## config.mk

```make
export PLATFORM = sky130hd
export DESIGN_NAME = md_style_block_padder_le
export DESIGN_NICKNAME = d
export VERILOG_FILES = /design/src/hw/rtl/mdpad_pkg.sv /design/src/hw/rtl/md_style_block_padder_le.sv
export VERILOG_INCLUDE_DIRS = /design/src /design/src/hw/rtl
export SDC_FILE = /design/constraint.sdc
export NUM_CORES = 1
export LEC_CHECK = 0
export BUFFER_PORTS_ARGS = -buffer_cell sky130_fd_sc_hd__buf_2
export CAP_MARGIN = 20
export CORE_MARGIN = 2
export CORE_UTILIZATION = 47
export DETAILED_ROUTE_END_ITERATION = 7
export SETUP_SLACK_MARGIN = 0.15
export SYNTH_ARGS = -nofsm -noshare
export SYNTH_HDL_FRONTEND = slang
export SYNTH_SLANG_ARGS = --single-unit
```

## constraint.sdc

```tcl
create_clock -name aclk -period 5.85 [get_ports aclk]
set_clock_uncertainty 0.1 [all_clocks]
set_input_delay 0.8775 -clock aclk [delete_from_list [all_inputs] [get_ports aclk]]
set_output_delay 0.8775 -clock aclk [all_outputs]
set_load 0.01 [all_outputs]
```

## src/hw/rtl/assert_macros.svh

```systemverilog
// Assertion helpers shared by the RTL.
`ifndef ASSERT_MACROS_SVH
`define ASSERT_MACROS_SVH

// Check a property on every rising clock edge while out of reset.
`define ASSERT_ALWAYS(lbl, clk, rstn, prop, msg) \
    lbl: assert property (@(posedge clk) disable iff (!rstn) (prop)) else $error(msg);

// Check that a condition on one edge implies a consequence on the next edge.
`define ASSERT_NEXT(lbl, clk, rstn, ante, cons, msg) \
    lbl: assert property (@(posedge clk) disable iff (!rstn) (ante) |=> (cons)) else $error(msg);

`endif

```

## src/hw/rtl/mdpad_pkg.sv

```systemverilog
`default_nettype none

package mdpad_pkg;

    // Input kind carried on s_tuser.
    typedef enum logic {
        OP_DATA   = 1'b0,
        OP_FINISH = 1'b1
    } op_t;

    localparam int WORD_W      = 32;
    localparam int INDEX_W     = 4;
    localparam int COUNT_W     = 64;
    localparam int PARTIAL_W   = 24;
    localparam int PAD_POS_W   = 5;
    localparam int S_TDATA_W   = 8;
    localparam int M_TDATA_W   = 40;
    localparam int M_TUSER_W   = 2;

    // Last byte offset in a block that still leaves room for the length words.
    localparam logic [5:0] LAST_LENGTH_FREE_BYTE = 6'd55;
    // Byte offset within a 64-byte block.
    localparam logic [5:0] BLOCK_BYTE_MASK       = 6'd63;
    // Bit position of the count where the high length word starts.
    localparam int         HIGH_LENGTH_SHIFT     = 29;

    localparam logic [7:0]         MARKER_BYTE = 8'h80;
    localparam logic [INDEX_W-1:0] LAST_INDEX  = 4'd15;
    localparam logic [INDEX_W-1:0] LEN_LO_IDX  = 4'd14;
    localparam logic [1:0]         LAST_LANE   = 2'd3;

endpackage

`default_nettype wire

```

## src/hw/rtl/md_style_block_padder_le.sv

```systemverilog
// Message padding front end for an MD4-family hash, little-endian words.
//
// Input channel (s_*): one beat per message byte (s_tuser = data) or one
// finish beat (s_tuser = finish, s_tdata ignored). Bytes are packed four to
// a 32-bit word, first byte in the low bits. A byte that completes a word
// produces one output beat in the cycle after it is taken.
// Output channel (m_*): one beat per word with its index in the 16-word
// block, a block-end flag, a message-end flag and tlast on the last beat
// caused by an input beat. A finish beat produces 3 to 18 beats: the partial
// word with the 0x80 marker, zero fill, an extra block when 56 or more bytes
// of the block are used, and the bit length (low word first) in words 14/15.
// Throughput, unless the output stalls: one data byte per cycle. After a
// finish beat the input is held off until the last padding beat is loaded,
// one word per cycle; the first padding beat passes the active flag and
// then the output register. Reset clears the byte count, partial word,
// padding active and marker flags and output valid. A receiver stall holds
// the output beat and drops s_tready, so no beat is lost or repeated.
`default_nettype none
`include "assert_macros.svh"

module md_style_block_padder_le
    import mdpad_pkg::*;
(
    input  wire logic                 aclk,
    input  wire logic                 aresetn,
    // Input channel
    input  wire logic                 s_tvalid,
    output logic                      s_tready,
    input  wire logic [S_TDATA_W-1:0] s_tdata,   // [7:0] data_byte
    input  wire logic                 s_tuser,   // [0] op (0 data, 1 finish)
    // Output channel
    output logic                      m_tvalid,
    input  wire logic                 m_tready,
    output logic [M_TDATA_W-1:0]      m_tdata,   // [31:0] block_word, [35:32] word_index
    output logic [M_TUSER_W-1:0]      m_tuser,   // [0] block_end, [1] message_end
    output logic                      m_tlast    // run_last
);

    // Message state
    logic [PARTIAL_W-1:0] partial_reg, partial_next;
    logic [COUNT_W-1:0]   count_reg, count_next;

    // Padding sequencer: position runs over up to two blocks (bit 4 = extra block)
    logic                 pad_active_reg, pad_active_next;
    logic [PAD_POS_W-1:0] pad_pos_reg, pad_pos_next;
    logic                 extra_reg, extra_next;
    logic                 marker_due_reg, marker_due_next;
    logic [WORD_W-1:0]    marker_reg, marker_next;
    logic [COUNT_W-1:0]   len_reg, len_next;

    // Output register
    logic                 m_valid_reg, m_valid_next;
    logic [WORD_W-1:0]    m_word_reg, m_word_next;
    logic [INDEX_W-1:0]   m_index_reg, m_index_next;
    logic                 m_bend_reg, m_bend_next;
    logic                 m_mend_reg, m_mend_next;
    logic                 m_last_reg, m_last_next;

    logic                 slot_free;
    logic                 s_accept;
    op_t                  s_op;
    logic [7:0]           s_byte;
    logic [1:0]           lane;
    logic [INDEX_W-1:0]   word_idx;
    logic [5:0]           block_pos;
    logic [WORD_W-1:0]    marker_word;
    logic [INDEX_W-1:0]   pad_idx;
    logic                 pad_len_block;
    logic                 pad_final;
    logic [WORD_W-1:0]    pad_word;

    assign slot_free = !m_valid_reg || m_tready;
    assign s_tready  = !pad_active_reg && slot_free;
    assign s_accept  = s_tvalid && s_tready;
    assign s_op      = op_t'(s_tuser);
    assign s_byte    = s_tdata[7:0];

    assign lane      = count_reg[1:0];
    assign word_idx  = count_reg[5:2];
    assign block_pos = count_reg[5:0] & BLOCK_BYTE_MASK;

    // Marker word: keep the bytes taken so far, put 0x80 in the next lane
    always_comb begin
        for (int j = 0; j < 4; j++) begin
            if (j < int'(lane)) begin
                marker_word[8*j +: 8] = partial_reg[8*j +: 8];
            end else if (j == int'(lane)) begin
                marker_word[8*j +: 8] = MARKER_BYTE;
            end else begin
                marker_word[8*j +: 8] = 8'h00;
            end
        end
    end

    // Padding word for the current sequencer position
    assign pad_idx       = pad_pos_reg[INDEX_W-1:0];
    assign pad_len_block = (pad_pos_reg[PAD_POS_W-1] == extra_reg);
    assign pad_final     = pad_len_block && (pad_idx == LAST_INDEX);

    always_comb begin
        priority if (marker_due_reg) begin
            pad_word = marker_reg;
        end else if (pad_len_block && pad_idx == LEN_LO_IDX) begin
            pad_word = len_reg[WORD_W-1:0];
        end else if (pad_len_block && pad_idx == LAST_INDEX) begin
            pad_word = len_reg[COUNT_W-1:WORD_W];
        end else begin
            pad_word = '0;
        end
    end

    always_comb begin
        partial_next    = partial_reg;
        count_next      = count_reg;
        pad_active_next = pad_active_reg;
        pad_pos_next    = pad_pos_reg;
        extra_next      = extra_reg;
        marker_due_next = marker_due_reg;
        marker_next     = marker_reg;
        len_next        = len_reg;

        m_valid_next = m_valid_reg && !m_tready;
        m_word_next  = m_word_reg;
        m_index_next = m_index_reg;
        m_bend_next  = m_bend_reg;
        m_mend_next  = m_mend_reg;
        m_last_next  = m_last_reg;

        if (pad_active_reg && slot_free) begin
            // Emit one padding word, advance the sequencer
            m_valid_next    = 1'b1;
            m_word_next     = pad_word;
            m_index_next    = pad_idx;
            m_bend_next     = (pad_idx == LAST_INDEX);
            m_mend_next     = pad_final;
            m_last_next     = pad_final;
            marker_due_next = 1'b0;
            pad_pos_next    = pad_pos_reg + PAD_POS_W'(1);
            if (pad_final) begin
                pad_active_next = 1'b0;
            end
        end else if (s_accept) begin
            unique case (s_op)
                OP_DATA: begin
                    count_next = count_reg + COUNT_W'(1);
                    if (lane == LAST_LANE) begin
                        m_valid_next = 1'b1;
                        m_word_next  = {s_byte, partial_reg};
                        m_index_next = word_idx;
                        m_bend_next  = (word_idx == LAST_INDEX);
                        m_mend_next  = 1'b0;
                        m_last_next  = 1'b1;
                        partial_next = '0;
                    end else begin
                        partial_next[8*lane +: 8] = s_byte;
                    end
                end
                OP_FINISH: begin
                    // Capture the tail of the message, clear for the next one
                    pad_active_next = 1'b1;
                    pad_pos_next    = {1'b0, word_idx};
                    extra_next      = (block_pos > LAST_LENGTH_FREE_BYTE);
                    marker_due_next = 1'b1;
                    marker_next     = marker_word;
                    len_next        = {count_reg[COUNT_W-4:0], 3'b000};
                    partial_next    = '0;
                    count_next      = '0;
                end
                default: begin
                    count_next = count_reg;
                end
            endcase
        end
    end

    always_ff @(posedge aclk) begin
        if (!aresetn) begin
            partial_reg    <= '0;
            count_reg      <= '0;
            pad_active_reg <= 1'b0;
            marker_due_reg <= 1'b0;
            m_valid_reg    <= 1'b0;
        end else begin
            partial_reg    <= partial_next;
            count_reg      <= count_next;
            pad_active_reg <= pad_active_next;
            marker_due_reg <= marker_due_next;
            m_valid_reg    <= m_valid_next;
        end
    end

    // Payload registers, no reset needed
    always_ff @(posedge aclk) begin
        pad_pos_reg <= pad_pos_next;
        extra_reg   <= extra_next;
        marker_reg  <= marker_next;
        len_reg     <= len_next;
        m_word_reg  <= m_word_next;
        m_index_reg <= m_index_next;
        m_bend_reg  <= m_bend_next;
        m_mend_reg  <= m_mend_next;
        m_last_reg  <= m_last_next;
    end

    assign m_tvalid = m_valid_reg;
    assign m_tdata  = {{(M_TDATA_W - WORD_W - INDEX_W){1'b0}}, m_index_reg, m_word_reg};
    assign m_tuser  = {m_mend_reg, m_bend_reg};
    assign m_tlast  = m_last_reg;

    // The length word ends the padded message: last word of a block, and tlast.
    `ASSERT_ALWAYS(a_mend_at_block_end, aclk, aresetn, !(m_valid_reg && m_mend_reg) || (m_last_reg && m_bend_reg && m_index_reg == LAST_INDEX), "message end off the last block word")
    // While padding runs, no input beat may be taken.
    `ASSERT_ALWAYS(a_no_input_while_padding, aclk, aresetn, !(pad_active_reg && s_tready), "input taken during padding")
    // A finish beat starts the sequencer with a cleared message state.
    `ASSERT_NEXT(a_finish_clears, aclk, aresetn, s_accept && s_op == OP_FINISH, pad_active_reg && marker_due_reg && count_reg == '0 && partial_reg == '0, "finish did not start padding")

endmodule

`default_nettype wire

```

Yosys cells after proc, flatten, opt, wreduce, memory -nomap -nowiden --
Cells that the tools add are included.
Storage, ports and cells: register bits 229, bits of input ports 13, output and inout bits 45
Operators by class: add/subtract/negate cells 3, $lt $le $gt $ge 4, eq/ne operators 10, shift operators 2, multiplexer cells 45, bitwise operators 3, reductions and logical operators 21
Operators by type and width (number):
- 2-to-1 mux 32 bit | 7
- case mux 64 bit (2 select lines) | 1
- adder 64 x 1 -> 64 bit, second input constant | 1
- 2-to-1 mux 8 bit | 7
- case mux 24 bit (2 select lines) | 1
- negation 5 -> 34 bit | 1
- variable shift 8 x 34 -> 24 bit, first input constant | 1
- indexed part select 8 x 34 -> 24 bit | 1
- bitwise mux 24 bit | 1
- 2-to-1 mux 24 bit | 1
- 2-to-1 mux 1 bit | 20
- 2-to-1 mux 4 bit | 4
- 2-to-1 mux 5 bit | 3
- equality test 4 bit, second input constant | 3
- AND reduction 3 bit | 3
- greater-than comparator 6 bit, second input constant | 1
- logical AND 1 bit | 6
- AND reduction 2 bit | 3
- nonzero test 2 bit | 3
- adder 5 x 1 -> 5 bit, second input constant | 1
- equality test 2 bit, first input constant | 2
- less-than comparator 1 x 2 -> 1 bit, first input constant | 2
- logical NOT 1 bit | 3
- inverter 1 bit | 3
- other kinds (9) | 9

Longest topological paths before layout --
depth in word-level cells 6, gate-level depth with buffers 7, mapped depth without buffers 6

Worst setup path before layout --
No wires, ideal clock.
path type input to register, start input m_tready, end register m_bend_reg, enable pin, library setup time 0.489 ns, arrival 4.269 ns, required time 5.261 ns, slack 0.991 ns, cell stages on the path 4, buffers on the path 1, cell sequence nor2b_1 > buf_2 > or3_1 > o21ai_0
Between the ends: word-level cells in the longest chain between the ends 5, elaborated cells between the ends (all ways) 8, those cells by class eq/ne: 1; reduce/logical: 7
Ends and longest elaborated chain:
- start, declared | RTL line md_style_block_padder_le.sv:33 | input wire logic m_tready,
- logical OR 1 bit (*) | RTL line md_style_block_padder_le.sv:72 | assign slot_free = !m_valid_reg || m_tready;
- logical AND 1 bit | RTL line md_style_block_padder_le.sv:73 | assign s_tready = !pad_active_reg && slot_free;
- logical AND 1 bit | RTL line md_style_block_padder_le.sv:74 | assign s_accept = s_tvalid && s_tready;
- nonzero test 2 bit (no line)
- AND reduction 3 bit (no line) (*)
- end signal, assigned | RTL line md_style_block_padder_le.sv:200 | m_bend_reg <= m_bend_next;
- end, declared | RTL line md_style_block_padder_le.sv:55 | logic m_bend_reg, m_bend_next;
Mark *: on every way between the ends. The rest lies on a longest branch, timed or not. A chain may end at the register's enable or synchronous reset.

Worst setup path after layout --
start register count_reg[1], end register count_reg[42]
Between the ends: word-level cells in the longest chain between the ends 2
Ends and longest elaborated chain:
- start, declared | RTL line md_style_block_padder_le.sv:41 | logic [COUNT_W-1:0] count_reg, count_next;
- start signal, assigned | RTL line md_style_block_padder_le.sv:185 | count_reg <= count_next;
- adder 64 x 1 -> 64 bit | RTL line md_style_block_padder_le.sv:145 | count_next = count_reg + COUNT_W'(1);
- case mux 64 bit (2 select lines) | RTL line md_style_block_padder_le.sv:143 | unique case (s_op)
No other way between the ends.

==> results_dict.tcl <==
set metrics [dict create \
    fin_nets 873 \
    start_util_pct 47.7 \
    drt_iter0_markers 515 \
    drc 0 \
    grt_pass1_wl_mm 35.5 \
    synth-edff-count 131 \
    period_share_pct 61.3 \
    vias_per_cell 5.84 \
    layout-drive-gt1-share_pct 13.9 \
    clk_pin_slew_ns 0.06 \
    worst_pin_slew_ns 0.950 \
    dieArea_sq_um 20800 \
    drt_wl_total_mm 22.5 \
    grt_pass1_vias 6290 \
    crit_chain "ha_1 > nand2_1 > nor4_4 > nand4_1 > or4_2 > a21oi_1" \
    rows 51 \
    worst-path-max-fanout 16 \
    rsz0062_at_grt "no" \
    crit_path_end_kind "register" \
    die_x_microns 144 \
    ff2ff_path_depth 6 \
    cts_tree "done" \
    grt_usage_pct 22.3 \
    num-fill-cells 1686 \
    portBuffers 53 \
    cap_violations 0 \
    yosys_warnings 0 \
    synth_top_area_share_pct 42.6 \
    setup_viol 0 \
    grt_max_degree 47 \
    worstPathRequired_ns 6.17 \
    clk_latency_ns 0.51 \
    ctsResizeCount 0 \
    cts-hold-fix-buffers 0 \
    h-tree-depth 1 \
    numCtsBuffers 23 \
    fmax_mhz 279 \
    clk_path_buf_depth 3 \
    wl_per_cell_microns 19.9 \
    hpwlAfterDp_mm 15.7 \
    synth_top_cell_by_area "edfxtp_1" \
    max_stage_delay_ns 0.70 \
    cp.depth 6 \
    syn_area_per_cell_sq_um 11.4 \
    pwr_density_cell_nw_per_um2 319 \
    die-height_microns 144 \
    crit_slowest_cell "or4_2" \
    grt_remaining_overflow 0 \
    hold_viol 0 \
    synthFlopType "edfxtp_1" \
    critPathLaunchType "register" \
    synthTopCellsByArea "edfxtp_1 (43%), dfxtp_1 (19%), o21ai_0 (3.8%)" \
    async_reset_ff_share_pct 0 \
    finish.utilization_pct 54.1 \
    synth_seq_cells 219 \
    static-leakage-power_nw 3.38 \
    io-pin-count 58 \
    area_growth_pct 13.4 \
    maxSlewHeadroom_pct 36.2 \
    n_antenna_cell 0 \
    clock-sinks 219 \
    post-cts-setup-buffer-count 0 \
    ant_nets 0 \
    drv_slew 0 \
    gp_congestion 0.811 \
    ir_worst_vdd_mv 0.237 \
    dr.pass1.iters 5 \
    cp.buffers_inverters 0 \
    synth_area_sq_um 9220 \
    cp.arrival_ns 3.90 \
    tns_ns 0 \
    crit_family "simple AND/OR/NAND/NOR gates" \
    vias 6621 \
    layout_common_cells "edfxtp_1 (131), dfxtp_1 (88), nand2_1 (73)" \
    final_common_cell "edfxtp_1" \
    hp-class "register to register" \
    synth_cells 811 \
    ys_types 54 \
    fp.coreArea_sq_um 19300 \
    min_period_ns 3.58 \
    grt_antenna_before_repair 0 \
    worst_hold_path.num_cells 0 \
    yosysSeqAreaShare_pct 61.7 \
    status "finished clean" \
    clockRootBuffer "clkbuf_16" \
    ff2ff_setup_slack_ns 2.27 \
    critPathKind "register to register" \
]
==> worst paths after layout <==
check	start	end
min reg2reg	count_reg[15]	len_reg[18]
max reg2reg	count_reg[1]	count_reg[42]
min	count_reg[15]	len_reg[18]
max	count_reg[1]	count_reg[42]
==> routing by layer <==
layer / routed length [microns] / track usage (%) / up-vias / share of wire, %
met5: 0 / 0 / - / 0
met4: 449 / 6.04 / 0 / 2.0
met3: 1480 / 3.21 / 36 / 6.6
met2: 10500 / 36.1 / 224 / 47
met1: 10100 / 31.6 / 3245 / 45
li1: - / - / 3116 / -
==> metrics by stage <==
step / cell area (sq um) / worst slack (ns) / total power, mW / hold slack, ns / cells
after floorplan: 9240 / 0.991 / 1.85 / 0.303 / 814
after global placement: 9680 / 2.25 / 1.92 / 0.346 / 1090
after detailed placement: 9710 / 2.18 / 1.93 / 0.351 / 1092
after CTS: 10500 / 2.34 / 3.36 / 0.383 / 1133
after global routing: 10500 / 2.02 / 3.45 / 0.404 / 1133
final: 10500 / 2.27 / 3.34 / 0.386 / 1133
==> Yosys cell counts (2+ instances only) <==
master      n
o41ai_1     3
nand4_1    23
dfxtp_1    88
clkbuf_1   34
a22o_1     14
a21oi_1    34
a221oi_1   22
and2_1     18
o21ai_1     3
buf_2       7
and4_2      2
and4_1      7
or4_1      13
nand4b_1    3
o21ai_0    70
nand2_1    74
xnor2_1    19
or2_2       3
and3_1      9
nor3_1     10
or4b_2      2
or3_1      15
nor4_1      8
inv_1       9
nor2b_1    36
edfxtp_1  131
o31ai_1    10
or3_2       4
a31oi_1     4
ha_1        8
a22oi_1    24
nor2_1     42
xor2_1     11
nand2b_1    2
nand3_1    23
or4_2       3
buf_4       6
==> power by group <==
part,switching (mW),leakage [nW],internal [mW],total [mW]
Sequential,0.0216,1.98,1.68,1.70
Clock,0.569,0.368,0.877,1.45
Combinational,0.130,1.04,0.0558,0.186
Total,0.721,3.38,2.62,3.34
==> worst register-to-register path: cells and delay by family, from the launching register on <==
| family | cells | cell delay (ns) |
|---|---|---|
| AO/OA/AOI/OAI | 1 | 0.15 |
| AND/OR/NAND/NOR | 4 | 1.98 |
| flip-flops | 1 | 0.66 |
| adder cells (fa/ha/maj) | 1 | 0.61 |
==> cells by family (layout without fill, tap and decap cells) <==
kind of cell	Yosys count	count (layout)	synth area share, %
fa+ha+maj	8	8	1.09
flops	219	219	61.7
compound gates	189	189	13.1
simple gates	304	304	18.2
xor+xnor	30	30	2.85
other cells	1	4	0.0407
mux	1	1	0.122
buf+inv	59	113	2.88
==> layout make-up <==
cell class / count / area [sq um] / share of cell area [%]
timing repair buffer: 63 / 360 / 3.44
multi-input combinational: 536 / 3290 / 31.5
clock inverter: 11 / 125 / 1.20
sequential: 219 / 5700 / 54.4
inverter: 9 / 35.0 / 0.335
clock buffer: 30 / 622 / 5.94
tap: 265 / 332 / 3.17
Power figures use the tool's default switching activity.
